## config.mk

```make
export PLATFORM = sky130hd
export DESIGN_NAME = int4_group_scaled_dot_product
export DESIGN_NICKNAME = d
export VERILOG_FILES = /design/src/design/igsdp_pkg.sv /design/src/design/igsdp_lane.sv /design/src/design/igsdp_merge.sv /design/src/design/igsdp_accum.sv /design/src/design/int4_group_scaled_dot_product.sv
export SDC_FILE = /design/constraint.sdc
export NUM_CORES = 2
export LEC_CHECK = 0
export CAP_MARGIN = 25
export CORE_MARGIN = 2
export CORE_UTILIZATION = 30
export DETAILED_ROUTE_END_ITERATION = 7
export DONT_BUFFER_PORTS = 1
export PLACE_DENSITY = 0.53
export SKIP_CTS_REPAIR_TIMING = 1
export SYNTH_ARGS = -nofsm -noshare
export SYNTH_HDL_FRONTEND = slang
export SYNTH_SLANG_ARGS = --single-unit
```

## constraint.sdc

```tcl
create_clock -name clock -period 17.45 [get_ports clock]
set_clock_uncertainty 0.15 [all_clocks]
set_input_delay 3.49 -clock clock [delete_from_list [all_inputs] [get_ports clock]]
set_output_delay 3.49 -clock clock [all_outputs]
set_load 0.03 [all_outputs]
```

## src/design/igsdp_pkg.sv

```systemverilog
package igsdp_pkg;

   localparam int LANES       = 8;
   localparam int SMALL_GROUP = 32;
   localparam int LARGE_GROUP = 128;
   localparam int CNT_W       = 4;
   localparam int CSR_ADDR_W  = 3;
   localparam int CSR_DATA_W  = 32;

   localparam logic [CNT_W:0] SMALL_ITEMS = (CNT_W + 1)'(SMALL_GROUP / LANES);
   localparam logic [CNT_W:0] LARGE_ITEMS = (CNT_W + 1)'(LARGE_GROUP / LANES);

   localparam logic [0:0] REG_GROUP_MODE = 1'b0;

   typedef enum logic {
      GROUP_32  = 1'b0,
      GROUP_128 = 1'b1
   } group_mode_type;

   typedef struct packed {
      logic signed [15:0] act_7;
      logic signed [15:0] act_6;
      logic signed [15:0] act_5;
      logic signed [15:0] act_4;
      logic signed [15:0] act_3;
      logic signed [15:0] act_2;
      logic signed [15:0] act_1;
      logic signed [15:0] act_0;
      logic [31:0]        weight_nibbles;
      logic signed [15:0] group_scale;
      logic               row_last;
   } req_type;

   typedef struct packed {
      logic signed [63:0] dot_result;
      logic               misaligned_end;
   } rsp_type;

   typedef struct packed {
      logic               valid;
      logic               last;
      logic signed [15:0] scale;
   } stage_ctrl_type;

endpackage

```

## src/design/igsdp_lane.sv

```systemverilog
module igsdp_lane #(
   parameter int ACT_BITS = 16
) (
   input  logic                      clock,
   input  logic                      enable,
   input  logic [15:0]               act,
   input  logic [3:0]                nibble,
   output logic signed [ACT_BITS+3:0] product_ff
);
   import igsdp_pkg::*;

   localparam int PW = ACT_BITS + 4;

   logic [ACT_BITS+15:0]       act_wide;
   logic signed [ACT_BITS-1:0] act_s;
   logic signed [PW-1:0]       act_ext;
   logic signed [PW-1:0]       wgt_ext;
   logic signed [PW-1:0]       product_in;

   assign act_wide   = {{ACT_BITS{1'b0}}, act};
   assign act_s      = act_wide[ACT_BITS-1:0];
   assign act_ext    = {{4{act_s[ACT_BITS-1]}}, act_s};
   assign wgt_ext    = {{ACT_BITS{nibble[3]}}, nibble};
   assign product_in = act_ext * wgt_ext;

   always_ff @(posedge clock) begin
      if (enable) begin
         product_ff <= product_in;
      end
   end

endmodule

```

## src/design/igsdp_merge.sv

```systemverilog
module igsdp_merge #(
   parameter int ACT_BITS = 16
) (
   input  logic                       clock,
   input  logic                       enable,
   input  logic signed [ACT_BITS+3:0] products [igsdp_pkg::LANES],
   output logic signed [ACT_BITS+6:0] part_ff
);
   import igsdp_pkg::*;

   localparam int SW = ACT_BITS + 7;

   logic signed [SW-1:0] part_in;

   always_comb begin
      part_in = '0;
      for (int i = 0; i < LANES; i++) begin
         part_in = part_in + SW'(products[i]);
      end
   end

   always_ff @(posedge clock) begin
      if (enable) begin
         part_ff <= part_in;
      end
   end

endmodule

```

## src/design/igsdp_accum.sv

```systemverilog
module igsdp_accum #(
   parameter int ACT_BITS = 16
) (
   input  logic                       clock,
   input  logic                       reset,
   input  logic                       enable,
   input  igsdp_pkg::group_mode_type  group_mode,
   input  igsdp_pkg::stage_ctrl_type  ctrl,
   input  logic signed [ACT_BITS+6:0] part,
   output igsdp_pkg::rsp_type         rsp_ff,
   output logic                       rsp_valid_ff
);
   import igsdp_pkg::*;

   localparam int GW = ACT_BITS + 11;
   localparam int MW = GW + 16;

   logic signed [GW-1:0] gacc_ff;
   logic [CNT_W-1:0]     cnt_ff;
   logic signed [GW-1:0] gacc_in;
   logic [CNT_W-1:0]     cnt_in;
   logic [CNT_W:0]       group_items;
   logic                 grp_end;
   logic                 close;

   logic signed [GW-1:0] gsum_ff;
   logic signed [15:0]   gscale_ff;
   logic                 gv_ff;
   logic                 gclose_ff;
   logic                 glast_ff;
   logic                 gmis_ff;

   logic signed [MW-1:0] prod_in;
   logic signed [MW-1:0] prod_ff;
   logic                 mv_ff;
   logic                 mclose_ff;
   logic                 mlast_ff;
   logic                 mmis_ff;

   logic signed [63:0]   row_ff;
   logic signed [63:0]   row_in;
   logic                 rsp_valid_in;

   assign gacc_in     = gacc_ff + GW'(part);
   assign cnt_in      = cnt_ff + CNT_W'(1);
   assign group_items = (group_mode == GROUP_128) ? LARGE_ITEMS : SMALL_ITEMS;
   assign grp_end     = (cnt_in == '0) || ({1'b0, cnt_in} >= group_items);
   assign close       = grp_end || ctrl.last;

   always_ff @(posedge clock) begin
      if (reset) begin
         gacc_ff   <= '0;
         cnt_ff    <= '0;
         gv_ff     <= 1'b0;
         gclose_ff <= 1'b0;
         glast_ff  <= 1'b0;
      end else if (enable) begin
         gv_ff     <= ctrl.valid;
         gclose_ff <= ctrl.valid && close;
         glast_ff  <= ctrl.valid && ctrl.last;
         if (ctrl.valid) begin
            if (close) begin
               gacc_ff <= '0;
               cnt_ff  <= '0;
            end else begin
               gacc_ff <= gacc_in;
               cnt_ff  <= cnt_in;
            end
         end
      end
   end

   always_ff @(posedge clock) begin
      if (enable) begin
         gsum_ff   <= gacc_in;
         gscale_ff <= ctrl.scale;
         gmis_ff   <= !grp_end;
      end
   end

   assign prod_in = MW'(gsum_ff) * MW'(gscale_ff);

   always_ff @(posedge clock) begin
      if (reset) begin
         mv_ff     <= 1'b0;
         mclose_ff <= 1'b0;
         mlast_ff  <= 1'b0;
      end else if (enable) begin
         mv_ff     <= gv_ff;
         mclose_ff <= gclose_ff;
         mlast_ff  <= glast_ff;
      end
   end

   always_ff @(posedge clock) begin
      if (enable) begin
         prod_ff <= prod_in;
         mmis_ff <= gmis_ff;
      end
   end

   assign row_in       = mclose_ff ? (row_ff + 64'(prod_ff)) : row_ff;
   assign rsp_valid_in = mv_ff && mlast_ff;

   always_ff @(posedge clock) begin
      if (reset) begin
         row_ff       <= '0;
         rsp_valid_ff <= 1'b0;
      end else if (enable) begin
         rsp_valid_ff <= rsp_valid_in;
         if (mv_ff) begin
            row_ff <= rsp_valid_in ? 64'sd0 : row_in;
         end
      end
   end

   always_ff @(posedge clock) begin
      if (enable && rsp_valid_in) begin
         rsp_ff.dot_result     <= row_in;
         rsp_ff.misaligned_end <= mmis_ff;
      end
   end

   a_last_closes: assert property (@(posedge clock) disable iff (reset)
      glast_ff |-> gclose_ff)
      else $error("row end did not close its group");

   a_count_cleared: assert property (@(posedge clock) disable iff (reset)
      gv_ff && gclose_ff |-> cnt_ff == '0 && gacc_ff == '0)
      else $error("group state not cleared after close");

   a_rsp_from_last: assert property (@(posedge clock) disable iff (reset)
      $rose(rsp_valid_ff) |-> $past(mv_ff && mlast_ff))
      else $error("result without a row end");

   a_stall_holds_row: assert property (@(posedge clock) disable iff (reset)
      !enable |=> $stable(row_ff) && $stable(gacc_ff))
      else $error("accumulator moved during stall");

endmodule

```

## src/design/int4_group_scaled_dot_product.sv

```systemverilog
// A row's last word passes lane, tree, group and scale registers to rsp_valid.
// Throughput: one word per cycle when not stalled; eight multiply lanes feed
// one adder tree and a single group-scale multiplier, all in one stalling
// pipeline. The whole pipeline holds while a result waits on rsp_ready.
// Reset (synchronous): clears group and row sums, item count, pipeline
// valids and group_mode (groups of 32).
module int4_group_scaled_dot_product #(
   parameter int ACT_BITS = 16
) (
   input  logic                                clock,
   input  logic                                reset,
   input  logic                                req_valid,
   output logic                                req_ready,
   input  igsdp_pkg::req_type                  req_data,
   output logic                                rsp_valid,
   input  logic                                rsp_ready,
   output igsdp_pkg::rsp_type                  rsp_data,
   input  logic                                csr_psel,
   input  logic                                csr_penable,
   input  logic                                csr_pwrite,
   input  logic [igsdp_pkg::CSR_ADDR_W-1:0]    csr_paddr,
   input  logic [igsdp_pkg::CSR_DATA_W-1:0]    csr_pwdata,
   output logic [igsdp_pkg::CSR_DATA_W-1:0]    csr_prdata,
   output logic                                csr_pready
);
   import igsdp_pkg::*;

   logic                        advance;
   group_mode_type              group_mode_ff;
   logic [LANES-1:0][15:0]      acts;
   logic signed [ACT_BITS+3:0]  products [LANES];
   logic signed [ACT_BITS+6:0]  part;
   stage_ctrl_type              s1_ctrl_ff;
   stage_ctrl_type              s2_ctrl_ff;
   stage_ctrl_type              s1_ctrl_in;
   logic                        csr_write;

   assign advance   = !rsp_valid || rsp_ready;
   assign req_ready = advance;

   assign csr_pready = 1'b1;
   assign csr_write  = csr_psel && csr_penable && csr_pwrite;

   always_ff @(posedge clock) begin
      if (reset) begin
         group_mode_ff <= GROUP_32;
      end else if (csr_write && (csr_paddr[2:2] == REG_GROUP_MODE)) begin
         group_mode_ff <= group_mode_type'(csr_pwdata[0]);
      end
   end

   always_comb begin
      case (csr_paddr[2:2])
         REG_GROUP_MODE: csr_prdata = CSR_DATA_W'(group_mode_ff);
         default:        csr_prdata = '0;
      endcase
   end

   assign acts = {req_data.act_7, req_data.act_6, req_data.act_5, req_data.act_4,
                  req_data.act_3, req_data.act_2, req_data.act_1, req_data.act_0};

   for (genvar g = 0; g < LANES; g++) begin : g_lane
      igsdp_lane #(
         .ACT_BITS (ACT_BITS)
      ) u_lane (
         .clock      (clock),
         .enable     (advance),
         .act        (acts[g]),
         .nibble     (req_data.weight_nibbles[4*g +: 4]),
         .product_ff (products[g])
      );
   end

   igsdp_merge #(
      .ACT_BITS (ACT_BITS)
   ) u_merge (
      .clock    (clock),
      .enable   (advance),
      .products (products),
      .part_ff  (part)
   );

   assign s1_ctrl_in.valid = req_valid;
   assign s1_ctrl_in.last  = req_data.row_last;
   assign s1_ctrl_in.scale = req_data.group_scale;

   always_ff @(posedge clock) begin
      if (reset) begin
         s1_ctrl_ff.valid <= 1'b0;
         s2_ctrl_ff.valid <= 1'b0;
      end else if (advance) begin
         s1_ctrl_ff <= s1_ctrl_in;
         s2_ctrl_ff <= s1_ctrl_ff;
      end
   end

   igsdp_accum #(
      .ACT_BITS (ACT_BITS)
   ) u_accum (
      .clock        (clock),
      .reset        (reset),
      .enable       (advance),
      .group_mode   (group_mode_ff),
      .ctrl         (s2_ctrl_ff),
      .part         (part),
      .rsp_ff       (rsp_data),
      .rsp_valid_ff (rsp_valid)
   );

endmodule
```

==> impl_metrics.csv <==
group,metric,value,unit
run_status,status,"finished, final reports clean",
logic_synthesis,synth_area_leader_cell,"fa_1",
hold_path,min-delay-path-class,"reg2reg",
setup_path,cpMaxStageDelayCell,"inv_1",
final_layout,syn2layout_area_growth,8.25,%
final_layout,layout-drive-gt1-share,0.0370,
setup_path,arrival,8.00,ns
grt,antenna_found_initial,8,
setup_path,criticalPathCategory,"reg2reg",
logic_synthesis,synth_area_leaders,"fa_1, edfxtp_1, ha_1",
final_layout,fin_nets,7326,
logic_synthesis,syn_area,0.0571,mm²
logic_synthesis,avgSynthCellArea,9.71,µm²
place,placed_cells,8245,
die,ios,319,
drt,drtIter0Drc,2077,
die,die_y,440,µm
clock_network,clock_latency,0.68,ns
clock_network,numClockSinks,475,
hold_path,min_from,"s2_ctrl_ff[10]",
grt,grt_pass1_wl,226,mm
final_layout,n_fill_cell,19500,
drt,drtAntennaViolNets,0,
grt,grt_max_degree,162,
run,maxCapViolCount,0,
timing,hold_violations,0,
setup_path,critPathMaxStageDelay,0.82,ns
drt,vias,39100,
drt,drc,0,
drt,wl,141,mm
timing,finalSetupViolCount,0,
place,place_area,0.0598,mm²
clock_network,cts_root_buf,"clkbuf_16",
setup_path,crit_required,17.70,ns
die,rows,160,
logic_synthesis,yosysTopAreaCellShare,0.276,
logic_synthesis,synthArstFlopShare,0,
setup_path,cp_common_cell,"fa_1",
timing,tightest_slew,1.08,ns
clock_network,cts_tree,"done",
grt,grtUsageTotal,0.146,
logic_synthesis,synth_edf_count,370,
die,die-area,0.194,mm²
timing,finalCriticalPeriod,7.75,ns
logic_synthesis,yosysSeqAreaShare,0.231,
place,dpl_worst_slack,9.37,ns
logic_synthesis,syn_inst,5885,
grt,grt_pass1_vias,41300,
timing,rsz0062_at_grt,"false",
clock_network,cts-htree-levels,2,
final_layout,multiInputGateArea,0.0392,mm²
setup_path,crit_path_start,"u_accum.gscale_ff[15]",
die,start_util,0.301,
place,io_buffers,0,
timing,fmax,0.129,GHz
setup_path,crit_fanout,24,
logic_synthesis,ys_warn_count,0,
die,die_w,440,µm
logic_synthesis,synth-seq-cells,475,
logic_synthesis,synth_ff_type,"edfxtp_1",
drt,wl_per_cell,16.9,µm
setup_path,endpoint_kind,"flip-flop",
timing,relSlewSlack,0.281,
final_layout,design_area,0.0618,mm²
clock_network,numCtsBuffers,57,
timing,tns,0,ns
clock_network,clk_pin_slew,0.06,ns
setup_path,critPathLaunchType,"flip-flop",
final_layout,register_area,0.0132,mm²
place,dpl.hpwl,114,mm
setup_path,r2r_start,"u_accum.gscale_ff[15]",
timing,fin_crit_sh,0.444,
timing,fin_ws,9.70,ns
grt,gr-total-overflow,0,
logic_synthesis,synth_cell_type_count,91,
timing,drv_slew,0,
final_layout,fin_cells,8355,
drt,viasPerCell,4.68,
setup_path,crit_path_cell_trace,"inv_1 > nor2_1 > fa_1 > fa_1 > fa_1 > fa_1 > fa_1 > inv_1 > fa_1 > inv_1 > ha_1 > a21oi_1 > a21boi_0 > a211oi_1 > o211ai_1 > a31oi_1 > o2111ai_1 > a41oi_1 > nor2b_1 > or2_2 > xor2_1",
die,core,0.190,mm²
place,gp_congestion,0.853,
drt,dr.pass1.iters,6,
clock_network,clock_path_buffers,3,
-- registers in the layout (all words and copies together), names as in the netlist, 23 cells and up --
name and cells:
g_lane.u_lane.product_ff 160, u_accum.gacc_ff 27, u_accum.gsum_ff 27, u_accum.prod_ff 43, u_accum.row_ff 64, u_accum.rsp_ff 65, u_merge.part_ff 23
-- stage by stage --
step	utilization	hold slack (ns)
after floorplan	-	0.250
after global placement	0.315	0.255
after detailed placement	0.315	0.255
after CTS	0.326	0.270
after global routing	0.326	0.273
final	0.326	0.268
-- final cells by class --
cell class,count,area share
antenna,1,0.0000405
sequential,475,0.214
tap,2511,0.0508
clock inverter,30,0.00722
multi-input combinational,4193,0.634
inverter,1036,0.0630
clock buffer,78,0.0260
timing repair buffer,31,0.00486
-- kinds of logic (layout without fill, tap and decap cells) --
family / after synthesis / count (layout) / share of synthesized area
AOI/OAI and AO/OA: 825 / 825 / 0.0958
xor gates and xnor gates: 289 / 289 / 0.0443
adders and majority gates: 1313 / 1313 / 0.391
buffers and inverters: 1247 / 1175 / 0.0843
DFF: 475 / 475 / 0.231
muxes: 47 / 47 / 0.00924
other: 2 / 33 / 0.000131
and+or+nand+nor: 1687 / 1687 / 0.144
-- per-layer routing --
| metal | share of wire | vias up | track usage |
|---|---|---|---|
| met1 | 0.43 | 19500 | 0.184 |
| met2 | 0.51 | 690 | 0.266 |
| met5 | 0 | - | 0 |
| met4 | 0.021 | 0 | 0.0315 |
| met3 | 0.039 | 156 | 0.0185 |
| li1 | - | 18800 | - |
-- Yosys cell counts, drive strengths merged (97+ instances only) --
library cell  count
a21o            104
a21oi           242
and2            344
clkbuf          167
dfxtp           105
edfxtp          370
fa              788
ha              525
inv            1035
nand2           642
nand2b          148
nand3            97
nor2            237
o21ai           154
xnor2           221
-- worst max-delay path: cells and delay by family, from the launching register on --
family	cells	cell delay, ns
fa+ha+maj	7	3.25
compound gates	7	1.86
buf+inv	3	0.91
flops	1	0.60
simple gates	3	0.55
xor+xnor	1	0.14
-- worst paths after layout --
kind	to	slack [ns]	depth (start not counted)
hold / removal	u_accum.gscale_ff[10]	0.27	0
hold reg to reg	u_accum.gscale_ff[10]	0.27	0
setup reg to reg	u_accum.prod_ff[38]	9.70	21
setup / recovery	u_accum.prod_ff[38]	9.70	21
-- cell usage in the layout, fill, tap and decap left out, drive strengths merged, types with 10 or more instances in the layout --
master / synthesis / final
inv: 1035 / 1038
fa: 788 / 788
nand2: 642 / 642
ha: 525 / 525
edfxtp: 370 / 370
and2: 344 / 344
a21oi: 242 / 242
nor2: 237 / 237
xnor2: 221 / 221
o21ai: 154 / 154
nand2b: 148 / 148
dfxtp: 105 / 105
a21o: 104 / 104
nand3: 97 / 97
clkbuf: 167 / 78
xor2: 68 / 68
nor3: 58 / 58
a22oi: 53 / 53
mux2: 43 / 43
o21bai: 40 / 40
conb: 2 / 32
and3: 32 / 32
or3: 31 / 31
buf: 44 / 31
nor2b: 30 / 30
nand4: 28 / 28
a31oi: 26 / 26
o21a: 21 / 21
o211ai: 21 / 21
a211oi: 20 / 20
o31ai: 19 / 19
a21boi: 16 / 16
a22o: 15 / 15
clkinv: 1 / 15
or2: 10 / 10
Power is not shown: default switching activity piles up to over one toggle a cycle in this logic, so the estimate is an artifact.
